$ cat src/rtl/rle8_pkg.sv
// Package for the 8-bit run-length scanline decoder.
// Holds the command type passed from the parser to the sample scaler, and the status codes.
// No dependencies.
package rle8_pkg;

	localparam int unsigned BYTE_W   = 8;
	localparam int unsigned COUNT_W  = 7;
	localparam int unsigned STATUS_W = 3;
	localparam int unsigned CFG_W    = 16;
	localparam int unsigned CFG_IDX_W = 2;
	localparam int unsigned QUEUE_DEPTH = 4;
	localparam int unsigned QUEUE_PTR_W = $clog2(QUEUE_DEPTH);
	localparam int unsigned PROD_W   = CFG_W + BYTE_W;
	localparam int unsigned QBIT_W   = $clog2(BYTE_W);

	localparam logic [CFG_W-1:0] LINE_WIDTH_RST = 16'd512;
	localparam logic [CFG_W-1:0] PIXEL_MIN_RST  = 16'd0;
	localparam logic [CFG_W-1:0] PIXEL_MAX_RST  = 16'd255;
	localparam logic [CFG_W-1:0] FULL_SCALE     = 16'd255;

	// Configuration register indexes.
	typedef enum logic [CFG_IDX_W-1:0] {
		REG_LINE_WIDTH = 2'd0,
		REG_PIXEL_MIN  = 2'd1,
		REG_PIXEL_MAX  = 2'd2,
		REG_UNUSED     = 2'd3
	} reg_idx_t;

	// End-of-line status codes.
	typedef enum logic [STATUS_W-1:0] {
		ST_OK           = 3'd0,
		ST_LIT_OVERFLOW = 3'd1,
		ST_LIT_TRUNC    = 3'd2,
		ST_RUN_OVERFLOW = 3'd3,
		ST_RUN_NO_VALUE = 3'd4,
		ST_INCOMPLETE   = 3'd5,
		ST_UNUSED_DATA  = 3'd6,
		ST_RESERVED     = 3'd7
	} line_status_t;

	// One command from the parser: a sample run or an end-of-line status.
	typedef struct packed {
		logic                is_status;
		logic [BYTE_W-1:0]   sample;
		logic [COUNT_W-1:0]  count;
		line_status_t        status;
	} cmd_t;

endpackage

$ cat src/rtl/rle8_in_if.sv
// Input byte channel of the run-length scanline decoder.
// Depends on rle8_pkg for field widths.
interface rle8_in_if;
	import rle8_pkg::*;

	logic               valid;
	logic               ready;
	logic [BYTE_W-1:0]  data_byte;
	logic               final_byte;

	modport source (output valid, output data_byte, output final_byte, input ready);
	modport sink (input valid, input data_byte, input final_byte, output ready);
endinterface

$ cat src/rtl/rle8_out_if.sv
// Result channel of the run-length scanline decoder.
// Depends on rle8_pkg for field widths.
interface rle8_out_if;
	import rle8_pkg::*;

	logic                valid;
	logic                ready;
	logic                result_kind;
	logic [BYTE_W-1:0]   pixel_value;
	logic [COUNT_W-1:0]  repeat_count;
	logic [STATUS_W-1:0] line_status;
	logic                end_of_line;

	modport source (output valid, output result_kind, output pixel_value,
		output repeat_count, output line_status, output end_of_line, input ready);
	modport sink (input valid, input result_kind, input pixel_value,
		input repeat_count, input line_status, input end_of_line, output ready);
endinterface

$ cat src/rtl/rle8_cfg_if.sv
// Configuration write channel of the run-length scanline decoder.
// Depends on rle8_pkg for index and data widths.
interface rle8_cfg_if;
	import rle8_pkg::*;

	logic                 valid;
	logic                 ready;
	logic [CFG_IDX_W-1:0] index;
	logic [CFG_W-1:0]     wdata;

	modport source (output valid, output index, output wdata, input ready);
	modport sink (input valid, input index, input wdata, output ready);
endinterface

$ cat src/rtl/rle8_front.sv
// Parser of the run-length decoder: accepts bytes, tracks the line state and
// issues sample and status commands into the command queue. Depends on rle8_pkg.
module rle8_front (
	input  logic                      clk,
	input  logic                      arst_n,
	input  logic                      in_valid,
	output logic                      in_ready,
	input  logic [rle8_pkg::BYTE_W-1:0] data_byte,
	input  logic                      final_byte,
	input  logic [rle8_pkg::CFG_W-1:0] line_width,
	output logic                      push,
	output rle8_pkg::cmd_t            push_cmd,
	input  logic                      queue_full
);
	import rle8_pkg::*;

	typedef enum logic [4:0] {
		PH_CODE    = 5'b00001,
		PH_LITERAL = 5'b00010,
		PH_RUNVAL  = 5'b00100,
		PH_ENDED   = 5'b01000,
		PH_ERROR   = 5'b10000
	} phase_t;

	phase_t              phase_q, phase_d;
	logic [COUNT_W-1:0]  lit_rem_q, lit_rem_d;
	logic [COUNT_W-1:0]  run_pend_q, run_pend_d;
	logic [CFG_W-1:0]    pix_rem_q, pix_rem_d;
	line_status_t        err_q, err_d;
	logic                pend_q;
	cmd_t                pend_cmd_q;

	logic                accept;
	logic [COUNT_W-1:0]  cnt;
	logic                cnt_over;
	logic                samp_v;
	cmd_t                samp_cmd;
	cmd_t                stat_cmd;
	line_status_t        status;

	// A held status result blocks the input until it enters the queue.
	assign in_ready = !pend_q && !queue_full;
	assign accept   = in_valid && in_ready;
	assign cnt      = data_byte[COUNT_W-1:0];
	assign cnt_over = {{(CFG_W-COUNT_W){1'b0}}, cnt} > pix_rem_q;

	// Next line state for the accepted byte.
	always_comb begin
		phase_d    = phase_q;
		lit_rem_d  = lit_rem_q;
		run_pend_d = run_pend_q;
		pix_rem_d  = pix_rem_q;
		err_d      = err_q;
		samp_v     = 1'b0;
		samp_cmd   = '{is_status: 1'b0, sample: data_byte, count: 7'd1, status: ST_OK};
		case (phase_q)
			PH_CODE: begin
				if (cnt == '0) begin
					phase_d = PH_ENDED;
				end else if (data_byte[BYTE_W-1]) begin
					if (cnt_over) begin
						err_d   = ST_LIT_OVERFLOW;
						phase_d = PH_ERROR;
					end else begin
						pix_rem_d = pix_rem_q - {{(CFG_W-COUNT_W){1'b0}}, cnt};
						lit_rem_d = cnt;
						phase_d   = PH_LITERAL;
					end
				end else begin
					if (cnt_over) begin
						err_d   = ST_RUN_OVERFLOW;
						phase_d = PH_ERROR;
					end else begin
						run_pend_d = cnt;
						phase_d    = PH_RUNVAL;
					end
				end
			end
			PH_LITERAL: begin
				samp_v    = 1'b1;
				lit_rem_d = lit_rem_q - 7'd1;
				if (lit_rem_d == '0) begin
					phase_d = PH_CODE;
				end
			end
			PH_RUNVAL: begin
				samp_v         = 1'b1;
				samp_cmd.count = run_pend_q;
				if ({{(CFG_W-COUNT_W){1'b0}}, run_pend_q} > pix_rem_q) begin
					pix_rem_d = '0;
				end else begin
					pix_rem_d = pix_rem_q - {{(CFG_W-COUNT_W){1'b0}}, run_pend_q};
				end
				run_pend_d = '0;
				phase_d    = PH_CODE;
			end
			PH_ENDED: begin
				err_d   = (pix_rem_q != '0) ? ST_INCOMPLETE : ST_UNUSED_DATA;
				phase_d = PH_ERROR;
			end
			default: begin
			end
		endcase
	end

	// Status of the line as it stands after this byte.
	always_comb begin
		case (phase_d)
			PH_ERROR:   status = err_d;
			PH_LITERAL: status = ST_LIT_TRUNC;
			PH_RUNVAL:  status = ST_RUN_NO_VALUE;
			default:    status = (pix_rem_d != '0) ? ST_INCOMPLETE : ST_OK;
		endcase
		stat_cmd = '{is_status: 1'b1, sample: '0, count: '0, status: status};
	end

	// Queue write: a held status first, else the command of this byte.
	always_comb begin
		push     = 1'b0;
		push_cmd = stat_cmd;
		if (pend_q) begin
			push     = !queue_full;
			push_cmd = pend_cmd_q;
		end else if (accept) begin
			push     = samp_v || final_byte;
			push_cmd = samp_v ? samp_cmd : stat_cmd;
		end
	end

	// Line state registers; the final byte restarts the line.
	always_ff @(posedge clk or negedge arst_n) begin
		if (!arst_n) begin
			phase_q    <= PH_CODE;
			lit_rem_q  <= '0;
			run_pend_q <= '0;
			pix_rem_q  <= LINE_WIDTH_RST;
			err_q      <= ST_OK;
			pend_q     <= 1'b0;
		end else begin
			if (pend_q && !queue_full) begin
				pend_q <= 1'b0;
			end
			if (accept) begin
				if (final_byte) begin
					phase_q    <= PH_CODE;
					lit_rem_q  <= '0;
					run_pend_q <= '0;
					pix_rem_q  <= line_width;
					err_q      <= ST_OK;
					pend_q     <= samp_v;
				end else begin
					phase_q    <= phase_d;
					lit_rem_q  <= lit_rem_d;
					run_pend_q <= run_pend_d;
					pix_rem_q  <= pix_rem_d;
					err_q      <= err_d;
				end
			end
		end
	end

	// Held status command payload.
	always_ff @(posedge clk) begin
		if (accept) begin
			pend_cmd_q <= stat_cmd;
		end
	end

endmodule

$ cat src/rtl/rle8_fifo.sv
// Short command queue between the parser and the sample scaler.
// Depends on rle8_pkg for the command type and depth.
module rle8_fifo (
	input  logic           clk,
	input  logic           arst_n,
	input  logic           push,
	input  rle8_pkg::cmd_t push_cmd,
	output logic           full,
	input  logic           pop,
	output rle8_pkg::cmd_t pop_cmd,
	output logic           empty
);
	import rle8_pkg::*;

	cmd_t                   mem_q [QUEUE_DEPTH];
	logic [QUEUE_PTR_W-1:0] wr_ptr_q;
	logic [QUEUE_PTR_W-1:0] rd_ptr_q;
	logic [QUEUE_PTR_W:0]   fill_q;

	assign full    = (fill_q == (QUEUE_PTR_W+1)'(QUEUE_DEPTH));
	assign empty   = (fill_q == '0);
	assign pop_cmd = mem_q[rd_ptr_q];

	// Pointers and fill level.
	always_ff @(posedge clk or negedge arst_n) begin
		if (!arst_n) begin
			wr_ptr_q <= '0;
			rd_ptr_q <= '0;
			fill_q   <= '0;
		end else begin
			if (push) begin
				wr_ptr_q <= wr_ptr_q + 1'b1;
			end
			if (pop) begin
				rd_ptr_q <= rd_ptr_q + 1'b1;
			end
			case ({push, pop})
				2'b10:   fill_q <= fill_q + 1'b1;
				2'b01:   fill_q <= fill_q - 1'b1;
				default: fill_q <= fill_q;
			endcase
		end
	end

	// Entry storage.
	always_ff @(posedge clk) begin
		if (push) begin
			mem_q[wr_ptr_q] <= push_cmd;
		end
	end

endmodule

$ cat src/rtl/rle8_back.sv
// Sample scaler of the run-length decoder: takes commands from the queue,
// clamps and rescales samples with a bit-serial divider, and drives the
// registered result channel. Depends on rle8_pkg.
module rle8_back (
	input  logic                        clk,
	input  logic                        arst_n,
	input  logic [rle8_pkg::CFG_W-1:0]  pixel_min,
	input  logic [rle8_pkg::CFG_W-1:0]  pixel_max,
	input  logic                        empty,
	input  rle8_pkg::cmd_t              pop_cmd,
	output logic                        pop,
	output logic                        out_valid,
	input  logic                        out_ready,
	output logic                        result_kind,
	output logic [rle8_pkg::BYTE_W-1:0]   pixel_value,
	output logic [rle8_pkg::COUNT_W-1:0]  repeat_count,
	output logic [rle8_pkg::STATUS_W-1:0] line_status,
	output logic                        end_of_line
);
	import rle8_pkg::*;

	typedef enum logic [3:0] {
		BK_IDLE = 4'b0001,
		BK_CALC = 4'b0010,
		BK_DIV  = 4'b0100,
		BK_DONE = 4'b1000
	} back_state_t;

	back_state_t         state_q;
	cmd_t                cmd_q;
	logic [PROD_W-1:0]   rem_q;
	logic [CFG_W-1:0]    span_q;
	logic [QBIT_W-1:0]   bit_q;
	logic [BYTE_W-1:0]   quot_q;

	logic                out_valid_q;
	logic                kind_q;
	logic [BYTE_W-1:0]   pix_q;
	logic [COUNT_W-1:0]  rep_q;
	logic [STATUS_W-1:0] stat_q;
	logic                eol_q;

	logic [CFG_W-1:0]    span;
	logic [CFG_W-1:0]    samp;
	logic [CFG_W-1:0]    clamped;
	logic [PROD_W-1:0]   prod;
	logic [PROD_W:0]     trial;
	logic                out_free;

	assign pop          = (state_q == BK_IDLE) && !empty;
	assign out_free     = !out_valid_q || out_ready;
	assign out_valid    = out_valid_q;
	assign result_kind  = kind_q;
	assign pixel_value  = pix_q;
	assign repeat_count = rep_q;
	assign line_status  = stat_q;
	assign end_of_line  = eol_q;

	// Clamp into the valid range and multiply by full scale.
	always_comb begin
		span = pixel_max - pixel_min;
		samp = {{(CFG_W-BYTE_W){1'b0}}, cmd_q.sample};
		if (samp < pixel_min) begin
			clamped = '0;
		end else if (samp > pixel_max) begin
			clamped = span;
		end else begin
			clamped = samp - pixel_min;
		end
		prod = {clamped, {BYTE_W{1'b0}}} - {{BYTE_W{1'b0}}, clamped};
	end

	// One quotient bit per cycle, most significant first.
	assign trial = {1'b0, rem_q} - ({{(BYTE_W+1){1'b0}}, span_q} << bit_q);

	// Sequencer.
	always_ff @(posedge clk or negedge arst_n) begin
		if (!arst_n) begin
			state_q     <= BK_IDLE;
			out_valid_q <= 1'b0;
		end else begin
			// Result register: set when a command finishes, cleared once taken.
			if (state_q == BK_DONE && out_free) begin
				out_valid_q <= 1'b1;
			end else if (out_ready) begin
				out_valid_q <= 1'b0;
			end
			case (state_q)
				BK_IDLE: begin
					if (!empty) begin
						state_q <= pop_cmd.is_status ? BK_DONE : BK_CALC;
					end
				end
				BK_CALC: begin
					if ((pixel_min == '0 && pixel_max == FULL_SCALE) ||
						(pixel_max <= pixel_min)) begin
						state_q <= BK_DONE;
					end else begin
						state_q <= BK_DIV;
					end
				end
				BK_DIV: begin
					if (bit_q == '0) begin
						state_q <= BK_DONE;
					end
				end
				BK_DONE: begin
					if (out_free) begin
						state_q <= BK_IDLE;
					end
				end
				default: begin
					state_q <= BK_IDLE;
				end
			endcase
		end
	end

	// Datapath registers.
	always_ff @(posedge clk) begin
		case (state_q)
			BK_IDLE: begin
				if (!empty) begin
					cmd_q  <= pop_cmd;
					quot_q <= '0;
				end
			end
			BK_CALC: begin
				if (pixel_min == '0 && pixel_max == FULL_SCALE) begin
					quot_q <= cmd_q.sample;
				end else if (pixel_max <= pixel_min) begin
					quot_q <= '0;
				end else begin
					rem_q  <= prod;
					span_q <= span;
					bit_q  <= QBIT_W'(BYTE_W - 1);
					quot_q <= '0;
				end
			end
			BK_DIV: begin
				if (!trial[PROD_W]) begin
					rem_q         <= trial[PROD_W-1:0];
					quot_q[bit_q] <= 1'b1;
				end
				bit_q <= bit_q - 1'b1;
			end
			BK_DONE: begin
				if (out_free) begin
					kind_q <= cmd_q.is_status;
					eol_q  <= cmd_q.is_status;
					pix_q  <= cmd_q.is_status ? '0 : quot_q;
					rep_q  <= cmd_q.is_status ? '0 : cmd_q.count;
					stat_q <= cmd_q.is_status ? cmd_q.status : ST_OK;
				end
			end
			default: begin
			end
		endcase
	end

endmodule

$ cat src/rtl/rle8_scanline_decoder_8bit_top.sv
// Top level of the 8-bit run-length scanline decoder: configuration registers,
// parser, command queue and sample scaler. Depends on rle8_pkg and the channel interfaces.
//
// Usage:
// in_ch carries one compressed byte per transfer (data_byte) and final_byte,
// which marks the last byte of a scanline. out_ch carries results: sample runs
// (result_kind 0, pixel_value, repeat_count) and one end-of-line status result
// (result_kind 1, line_status, end_of_line 1) after each final byte.
// cfg writes line_width (index 0), pixel_min (1) and pixel_max (2); it is always
// ready and must be used only while the block is idle. line_width takes effect
// at the next line start.
// Throughput: the parser takes one byte per cycle into a four-entry command queue
// while the queue is not full and no status is held; a final byte that also yields
// a sample holds the input until its held status enters the queue. The scaler takes
// one command at a time; a rescaled sample goes through its bit-serial divider,
// which forms one quotient bit per cycle, while a status result or a sample in
// pass-through or degenerate range skips it. Results reach out_ch from the result register.
// Reset restores line_width 512, pixel_min 0, pixel_max 255 and an empty line.
// When out_ch stalls, the result register holds, the scaler waits, the queue
// fills and in_ch ready then drops; nothing is lost.
module rle_scanline_decoder_8bit_top (
	input  logic        clk,
	input  logic        arst_n,
	rle8_in_if.sink     in_ch,
	rle8_out_if.source  out_ch,
	rle8_cfg_if.sink    cfg
);
	import rle8_pkg::*;

	logic [CFG_W-1:0] line_width_q;
	logic [CFG_W-1:0] pixel_min_q;
	logic [CFG_W-1:0] pixel_max_q;

	logic push;
	cmd_t push_cmd;
	logic queue_full;
	logic pop;
	cmd_t pop_cmd;
	logic queue_empty;

	// Configuration registers.
	assign cfg.ready = 1'b1;

	always_ff @(posedge clk or negedge arst_n) begin
		if (!arst_n) begin
			line_width_q <= LINE_WIDTH_RST;
			pixel_min_q  <= PIXEL_MIN_RST;
			pixel_max_q  <= PIXEL_MAX_RST;
		end else if (cfg.valid) begin
			case (reg_idx_t'(cfg.index))
				REG_LINE_WIDTH: line_width_q <= cfg.wdata;
				REG_PIXEL_MIN:  pixel_min_q  <= cfg.wdata;
				REG_PIXEL_MAX:  pixel_max_q  <= cfg.wdata;
				default: begin
				end
			endcase
		end
	end

	// Parser.
	rle8_front u_front (
		.clk        (clk),
		.arst_n     (arst_n),
		.in_valid   (in_ch.valid),
		.in_ready   (in_ch.ready),
		.data_byte  (in_ch.data_byte),
		.final_byte (in_ch.final_byte),
		.line_width (line_width_q),
		.push       (push),
		.push_cmd   (push_cmd),
		.queue_full (queue_full)
	);

	// Command queue.
	rle8_fifo u_fifo (
		.clk      (clk),
		.arst_n   (arst_n),
		.push     (push),
		.push_cmd (push_cmd),
		.full     (queue_full),
		.pop      (pop),
		.pop_cmd  (pop_cmd),
		.empty    (queue_empty)
	);

	// Sample scaler and result register.
	rle8_back u_back (
		.clk          (clk),
		.arst_n       (arst_n),
		.pixel_min    (pixel_min_q),
		.pixel_max    (pixel_max_q),
		.empty        (queue_empty),
		.pop_cmd      (pop_cmd),
		.pop          (pop),
		.out_valid    (out_ch.valid),
		.out_ready    (out_ch.ready),
		.result_kind  (out_ch.result_kind),
		.pixel_value  (out_ch.pixel_value),
		.repeat_count (out_ch.repeat_count),
		.line_status  (out_ch.line_status),
		.end_of_line  (out_ch.end_of_line)
	);

endmodule

$ cat src/flat_wrapper.sv
// flat-port wrapper written by rule: the top's interface ports become plain ports
module rle_scanline_decoder_8bit_top_flat import rle8_pkg::*;
  (clk, arst_n, in_ch_valid, in_ch_data_byte, in_ch_final_byte, in_ch_ready, out_ch_valid, out_ch_result_kind, out_ch_pixel_value, out_ch_repeat_count, out_ch_line_status, out_ch_end_of_line, out_ch_ready, cfg_valid, cfg_index, cfg_wdata, cfg_ready);
  rle8_in_if in_ch_i ();
  rle8_out_if out_ch_i ();
  rle8_cfg_if cfg_i ();
  input  logic clk;
  input  logic arst_n;
  input wire logic [$bits(in_ch_i.valid)-1:0] in_ch_valid;
  input wire logic [$bits(in_ch_i.data_byte)-1:0] in_ch_data_byte;
  input wire logic [$bits(in_ch_i.final_byte)-1:0] in_ch_final_byte;
  output wire logic [$bits(in_ch_i.ready)-1:0] in_ch_ready;
  output wire logic [$bits(out_ch_i.valid)-1:0] out_ch_valid;
  output wire logic [$bits(out_ch_i.result_kind)-1:0] out_ch_result_kind;
  output wire logic [$bits(out_ch_i.pixel_value)-1:0] out_ch_pixel_value;
  output wire logic [$bits(out_ch_i.repeat_count)-1:0] out_ch_repeat_count;
  output wire logic [$bits(out_ch_i.line_status)-1:0] out_ch_line_status;
  output wire logic [$bits(out_ch_i.end_of_line)-1:0] out_ch_end_of_line;
  input wire logic [$bits(out_ch_i.ready)-1:0] out_ch_ready;
  input wire logic [$bits(cfg_i.valid)-1:0] cfg_valid;
  input wire logic [$bits(cfg_i.index)-1:0] cfg_index;
  input wire logic [$bits(cfg_i.wdata)-1:0] cfg_wdata;
  output wire logic [$bits(cfg_i.ready)-1:0] cfg_ready;
  assign in_ch_i.valid = in_ch_valid;
  assign in_ch_i.data_byte = in_ch_data_byte;
  assign in_ch_i.final_byte = in_ch_final_byte;
  assign in_ch_ready = in_ch_i.ready;
  assign out_ch_valid = out_ch_i.valid;
  assign out_ch_result_kind = out_ch_i.result_kind;
  assign out_ch_pixel_value = out_ch_i.pixel_value;
  assign out_ch_repeat_count = out_ch_i.repeat_count;
  assign out_ch_line_status = out_ch_i.line_status;
  assign out_ch_end_of_line = out_ch_i.end_of_line;
  assign out_ch_i.ready = out_ch_ready;
  assign cfg_i.valid = cfg_valid;
  assign cfg_i.index = cfg_index;
  assign cfg_i.wdata = cfg_wdata;
  assign cfg_ready = cfg_i.ready;
  rle_scanline_decoder_8bit_top u_core (.clk(clk), .arst_n(arst_n), .in_ch(in_ch_i), .out_ch(out_ch_i), .cfg(cfg_i));
endmodule
$ cat config.mk
export PLATFORM = sky130hd
export DESIGN_NAME = rle_scanline_decoder_8bit_top_flat
export DESIGN_NICKNAME = d
export VERILOG_FILES = /design/src/rtl/rle8_pkg.sv /design/src/rtl/rle8_in_if.sv /design/src/rtl/rle8_out_if.sv /design/src/rtl/rle8_cfg_if.sv /design/src/rtl/rle8_front.sv /design/src/rtl/rle8_fifo.sv /design/src/rtl/rle8_back.sv /design/src/rtl/rle8_scanline_decoder_8bit_top.sv /design/src/flat_wrapper.sv
export SDC_FILE = /design/constraint.sdc
export NUM_CORES = 1
export LEC_CHECK = 0
export BUFFER_PORTS_ARGS = -buffer_cell sky130_fd_sc_hd__buf_2
export CAP_MARGIN = 0
export CORE_UTILIZATION = 55
export CTS_CLUSTER_DIAMETER = 50
export DETAILED_ROUTE_END_ITERATION = 6
export PLACE_DENSITY = 0.75
export SYNTH_ARGS = -nofsm -noshare
export SYNTH_HDL_FRONTEND = slang
export SYNTH_SLANG_ARGS = --single-unit
export TNS_END_PERCENT = 5
$ cat constraint.sdc
create_clock -name clk -period 4.9 [get_ports clk]
set_input_delay 0.98 -clock clk [delete_from_list [all_inputs] [get_ports clk]]
set_output_delay 0.98 -clock clk [all_outputs]
set_load 0.05 [all_outputs]
# --- Word-level counts from Yosys, hierarchy flattened ---
# Memories as Yosys holds them, arrays and structs flattened.
# Index checks and enable logic that the tools add are counted.
classes:
  shifts: 1
  order_cmp: 7
  reduce_logical: 41
  eq_ne: 27
  muxes: 67
  bitwise: 4
  n_addsub: 12
ops:
  columns: ["operator", "n"]
  rows:
  - ["$mux W16", 7]
  - ["$mux W24", 3]
  - ["$mux W19", 3]
  - ["$mux W7", 8]
  - ["$pmux W24 S2", 1]
  - ["$gt A7 B16 Y1", 2]
  - ["$pmux W16 S2", 1]
  - ["$reduce_bool A16 Y1", 2]
  - ["$sub A16 B7 Y16", 2]
  - ["$mux W5", 6]
  - ["$pmux W7 S2", 2]
  - ["$shl A16 B3 Y25", 1]
  - ["$sub A24 B25 Y25", 1]
  - ["$mux W3", 8]
  - ["$mux W8", 3]
  - ["$pmux W8 S3", 1]
  - ["$sub A24 B16 Y24", 1]
  - ["$mux W4", 5]
  - ["$pmux W5 S4", 1]
  - ["$pmux W3 S2", 3]
  - ["$eq A16 B8 Y1 const B", 1]
  - ["$gt A8 B16 Y1", 1]
  - ["$le A16 B16 Y1", 1]
  - ["$logic_not A16 Y1", 1]
  - ["other kinds (43)", 94]
word_totals:
  wordCells: 187
  out_inout_bits: 23
  ram_bits: 76
  ff_bits: 191
  n_memories: 1
memory_table:
  columns: ["name", "depth", "width", "read_ports", "rd_clocked_by_memory_dff", "wr", "line", "text"]
  rows:
  - ["u_core.u_fifo.mem_q", 4, 19, 1, 0, 1, "rle8_fifo.sv:15", "cmd_t mem_q [QUEUE_DEPTH];"]

# --- Logic depth before layout (Yosys ltp) ---
depth:
  depth_word: 11
  mapped_depth: 23
  depth_no_buf: 23

# --- Cells and area by module ---
# A second synthesis with hierarchy kept.
unflattened:
  cells_unflattened: 1568
  area_unflattened_um2: 16459.5
modules_own_cells:
  columns: ["mod", "cells_each", "instances", "area_each_um2"]
  rows:
  - ["rle8_back", 834, 1, 7767.4]
  - ["rle8_front", 495, 1, 3712.3]
  - ["rle8_fifo", 135, 1, 3141.8]
  - ["rle_scanline_decoder_8bit_top", 104, 1, 1838.0]

# --- Worst setup path after synthesis ---
# Ideal clock, no wire load.
synth_timing:
  path_kind: "flip-flop to flip-flop"
  startpoint: "reg u_core.u_back.bit_q[0]"
  endpoint: "reg u_core.u_back.rem_q[0] (enable)"
  setup_slack_ns: -0.323
  arrival_ns: 4.809
  stages_incl_launch_ff: 18
  path_cell_list: "edfxtp_1 clkbuf_1 buf_1 mux2i_1 nand2b_1 inv_1 fa_1 nor2b_1 o31a_1 o41a_1 a221o_1 a21oi_1 o311a_1 nor3_1 a31oi_1 nor2b_1 nor4_1 a21oi_1"
synth_via:
  elab_chain_cells: 4
synth_rtl:
  columns: ["element", "line", "text"]
  rows:
  - ["start, declared", "rle8_back.sv:33", "logic [QBIT_W-1:0] bit_q;"]
  - ["start signal, assigned", "rle8_back.sv:136", "bit_q <= QBIT_W'(BYTE_W - 1);"]
  - ["start signal, assigned", "rle8_back.sv:145", "bit_q <= bit_q - 1'b1;"]
  - ["$shl A16 B3 Y25", "rle8_back.sv:74", "assign trial = {1'b0, rem_q} - ({{(BYTE_W+1){1'b0}}, span_q} << bit_q);"]
  - ["$sub A24 B25 Y25", "rle8_back.sv:74", null]
  - ["$ne A2 B2 Y1 (no source line)", null, null]
  - ["$reduce_and A4 Y1 (no source line)", null, null]
  - ["end signal, assigned", "rle8_back.sv:134", "rem_q <= prod;"]
  - ["end signal, assigned", "rle8_back.sv:142", "rem_q <= trial[PROD_W-1:0];"]
  - ["end, declared", "rle8_back.sv:31", "logic [PROD_W-1:0] rem_q;"]
# No other way between the ends.
# A chain may end at the register's enable or synchronous reset.

# --- Worst setup path in the final report ---
layout_timing:
  startpoint: "reg u_core.pixel_max_q[0]"
  endpoint: "reg u_core.u_back.rem_q[20], data pin"
layout_via:
  elab_chain_cells: 7
  elab_cells_between_ends: 8
layout_rtl:
  columns: ["element", "line", "text"]
  rows:
  - ["start, declared", "rle8_scanline_decoder_8bit_top.sv:32", "logic [CFG_W-1:0] pixel_max_q;"]
  - ["start signal, assigned", "rle8_scanline_decoder_8bit_top.sv:53", "REG_PIXEL_MAX: pixel_max_q <= cfg.wdata;"]
  - ["$sub A16 B16 Y16", "rle8_back.sv:61", "span = pixel_max - pixel_min;"]
  - ["net u_core.u_back.span[8]", "rle8_back.sv:43", "logic [CFG_W-1:0] span;"]
  - ["$mux W16", "rle8_back.sv:65", "end else if (samp > pixel_max) begin"]
  - ["$mux W16", "rle8_back.sv:63", "if (samp < pixel_min) begin"]
  - ["$sub A24 B16 Y24", "rle8_back.sv:70", "prod = {clamped, {BYTE_W{1'b0}}} - {{BYTE_W{1'b0}}, clamped};"]
  - ["$mux W24", "rle8_back.sv:131", "end else if (pixel_max <= pixel_min) begin"]
  - ["$mux W24", "rle8_back.sv:129", "if (pixel_min == '0 && pixel_max == FULL_SCALE) begin"]
  - ["$pmux W24 S2", "rle8_back.sv:121", "case (state_q)"]
# The timed path passes the listed nets, and every way through them passes these cells. The select of a mux whose other input is x is not followed.

==> impl_metrics.ini <==
[sta]
maxSlewHeadroom = 0.198
hold_violations = 0
skew_ps = 22.8
setup_violations = 0
finalCriticalPeriod_ps = 4650
period_share = 0.949
tightest_slew_ps = 1200
slew_viol_final = 0
max_freq_mhz = 215

[placed_design]
gp_congestion = 0.935
io_buffer_count = 53
dp_hpwl_um = 30700
dp_cells = 2039
place_area_um2 = 17400

[route]
route.detailed.drc = 0
routed-via-count = 13000
highest_layer = met4
post_drt_wl_per_cell_um = 19.6
drtAntennaViolNets = 0
via_per_inst = 6.14
first_pass_iters = 5
wl_met2_um = 18600
wl_met1_um = 19300
drt_wl_total_um = 41500
dr_wl_met3_um = 2490
drt_iter0_markers = 1127

[final_layout]
area_growth_pct = 13.5
postLayoutCellArea_um2 = 18700
diodes = 0
final_cells = 2114
drive_gt1_frac = 0.179
fin_nets = 1822

[floorplanning]
dieArea_um2 = 30700
core-area_um2 = 29600
io_pins = 55
start_util = 0.558
die_w_um = 175
die_h_um = 175
rows = 63

[outcome]
outcome = completed

[logic_synthesis]
synth-edff-count = 168
synth_cells = 1610
yosysUniqueCellTypes = 95
synth_warnings = 0
synth_flop_cell = edfxtp_1
ys_ff_latch = 267
synth-async-reset-ratio = 0.371
syn_nets = 1736
yosysSeqAreaShare = 0.457
syn_area_per_cell_um2 = 10.2
synth_area_um2 = 16500

[clock_network]
cts_root_buf = clkbuf_16
clk_latency_ps = 530
cts_max_level = 2
clock-sinks = 267
cts_tree = done
cts_buffers = 37
postCtsHoldBufs = 0
clockBufferDepth = 3
clkSlewWorstSetupHoldPaths_ps = 50

[power_and_ir_drop]
powerDensity_nw_per_um2 = 584
leakage_nw = 7.50
ir_drop_mv = 0.376

[global_route]
grt_max_degree = 70
antenna_found_initial = 0
grt_pass1_wl_um = 65900
grt_pass1_vias = 12300
track_usage = 0.273
globalRoute.totalOverflow = 0

[critical_path]
critPathSlowestCell = fa_1
crit_start = u_core.pixel_max_q[0]$_DFFE_PN1P_
start_kind = flip-flop
critPathTopFamily = compound AO/OA/AOI/OAI gates
path_class = reg -> reg
worstSetupEndpointType = flip-flop
crit_required_ps = 5140
max_stage_delay_ps = 470
crit-reg2reg-launch = u_core.pixel_max_q[0]$_DFFE_PN1P_
cp_max_fo = 5
crit_chain = inv_1 > ha_1 > inv_1 > fa_1 > a211oi_2 > o21bai_1 > a211oi_2 > nor2_1 > xnor2_1 > mux2_2 > nand2_1 > ha_1 > and2_2 > nand3_1 > o21ai_1 > nor3_1 > o31a_1 > o311a_4 > o221ai_2 > xnor2_1 > a21oi_1
worstPathArrival_ps = 4890
critPathBufInv = 2

[run]
drv_cap = 0

[min_path]
holdCritStartpoint = u_core.u_front.run_pend_q[5]$_DFFE_PN0P_
hold_path.class = reg -> reg
-- cell type report --
class / instances / area (um2)
Fill cell: 2412 / 10800
Multi-Input combinational cell: 1193 / 8440
Sequential cell: 267 / 7540
Clock buffer: 46 / 991
Timing Repair Buffer: 107 / 698
Tap cell: 390 / 488
Inverter: 90 / 338
Clock inverter: 21 / 235
-- timing repair --
action                     4_1_cts  5_1_grt
resized for setup                2       18
pin swaps                        0        9
setup buffers                    0        8
setup endpoints to repair        8       18
-- registers in the layout (all words and copies together), names as in the netlist, 5 cells and up --
signal / count
u_core.u_fifo.mem_q: 76
u_core.pixel_min_q: 16
u_core.u_back.cmd_q: 19
u_core.u_front.pix_rem_q: 16
u_core.u_front.lit_rem_q: 7
u_core.u_back.pixel_value: 8
u_core.u_front.phase_q: 5
u_core.u_back.span_q: 16
u_core.pixel_max_q: 16
u_core.u_front.run_pend_q: 7
u_core.u_back.rem_q: 24
u_core.line_width_q: 16
u_core.u_back.repeat_count: 7
u_core.u_back.quot_q: 8
-- worst min-delay path, cell delays in order, from the launching register on --
cell	delay, ps
dfrtp_1	340
nand2_1	40
o21ai_0	60
-- path summary, 6_finish.rpt --
| check | end | slack [ps] | cells past startpoint |
|---|---|---|---|
| max | u_core.u_back.rem_q[20]$_DFFE_PP_ | 250 | 21 |
| min | u_core.u_front.run_pend_q[5]$_DFFE_PN0P_ | 480 | 2 |
| min in group asynchronous | u_core.u_front.err_q[2]$_DFFE_PN0P_ | 540 | 1 |
| max reg2reg | u_core.u_back.rem_q[20]$_DFFE_PP_ | 250 | 21 |
| min reg2reg | u_core.u_front.run_pend_q[5]$_DFFE_PN0P_ | 480 | 2 |
| max in group asynchronous | u_core.u_back.state_q[0]$_DFFE_PN1P_ | 3380 | 2 |
-- placed cells by master (no fill, tap or decap), drive strengths merged, types with 12 or more instances in the layout --
| cell type | instances |
|---|---|
| nor4 | 22 |
| mux4 | 19 |
| clkinv | 12 |
| nand2b | 22 |
| or3 | 14 |
| edfxtp | 168 |
| mux2 | 56 |
| and2 | 19 |
| mux2i | 27 |
| o21ai | 113 |
| nand4 | 13 |
| a31oi | 12 |
| buf | 107 |
| xnor2 | 49 |
| or2 | 12 |
| dfstp | 12 |
| nor3 | 56 |
| ha | 88 |
| nand2 | 139 |
| xor2 | 21 |
| dfrtp | 87 |
| a21oi | 105 |
| o31ai | 20 |
| nor2 | 138 |
| o21a | 15 |
| clkbuf | 46 |
| a211oi | 16 |
| nand3 | 30 |
| inv | 94 |
| nor2b | 28 |
| a21o | 23 |
-- cells by family after synthesis --
logic type,after synthesis,synth area share
compound gates,403,0.161
other cells,1,0.000227
simple gates,523,0.153
xor+xnor,70,0.0372
mux,102,0.0805
flops,267,0.457
fa+ha+maj,94,0.0740
buf+inv,150,0.0373
-- through the flow --
stage | hold WS, ps | setup slack, ps | total power, W | util | setup TNS, ps
floorplan | 450 | 214 | 0.00693 | - | 0
detailed placement | 472 | -88.8 | 0.00816 | 0.587 | -161
CTS | 485 | 19.5 | 0.0109 | 0.629 | 0
global route | 506 | -6.66 | 0.0116 | 0.634 | -12.5
finish | 479 | 252 | 0.0109 | 0.634 | 0
global placement | 466 | -63.2 | 0.00804 | 0.587 | -63.2
-- routing by layer --
metal  vias up  GRT usage
li1       6146          -
met5         -          0
met3        89     0.0405
met4         0     0.0819
met1      6284      0.397
met2       469      0.423
-- report_power, final --
| part | internal, W | switching, W |
|---|---|---|
| clock | 0.00162 | 0.00102 |
| combinational | 0.00185 | 0.00278 |
| sequential | 0.00316 | 0.000523 |
| total | 0.00663 | 0.00432 |
-- cells in the mapped netlist (46+ instances only) --
cell      count  area, um2
dfrtp_1      87       2180
inv_1        90        338
o21ai_0     101        505
xnor2_1      49        429
nor2_1      138        518
edfxtp_1    168       5040
mux2_2       56        631
ha_1         88       1100
nor3_1       55        275
nand2_1     139        522
a21oi_1     104        521
clkbuf_1     46        173
No activity file was read; power rests on OpenSTA's default activity.
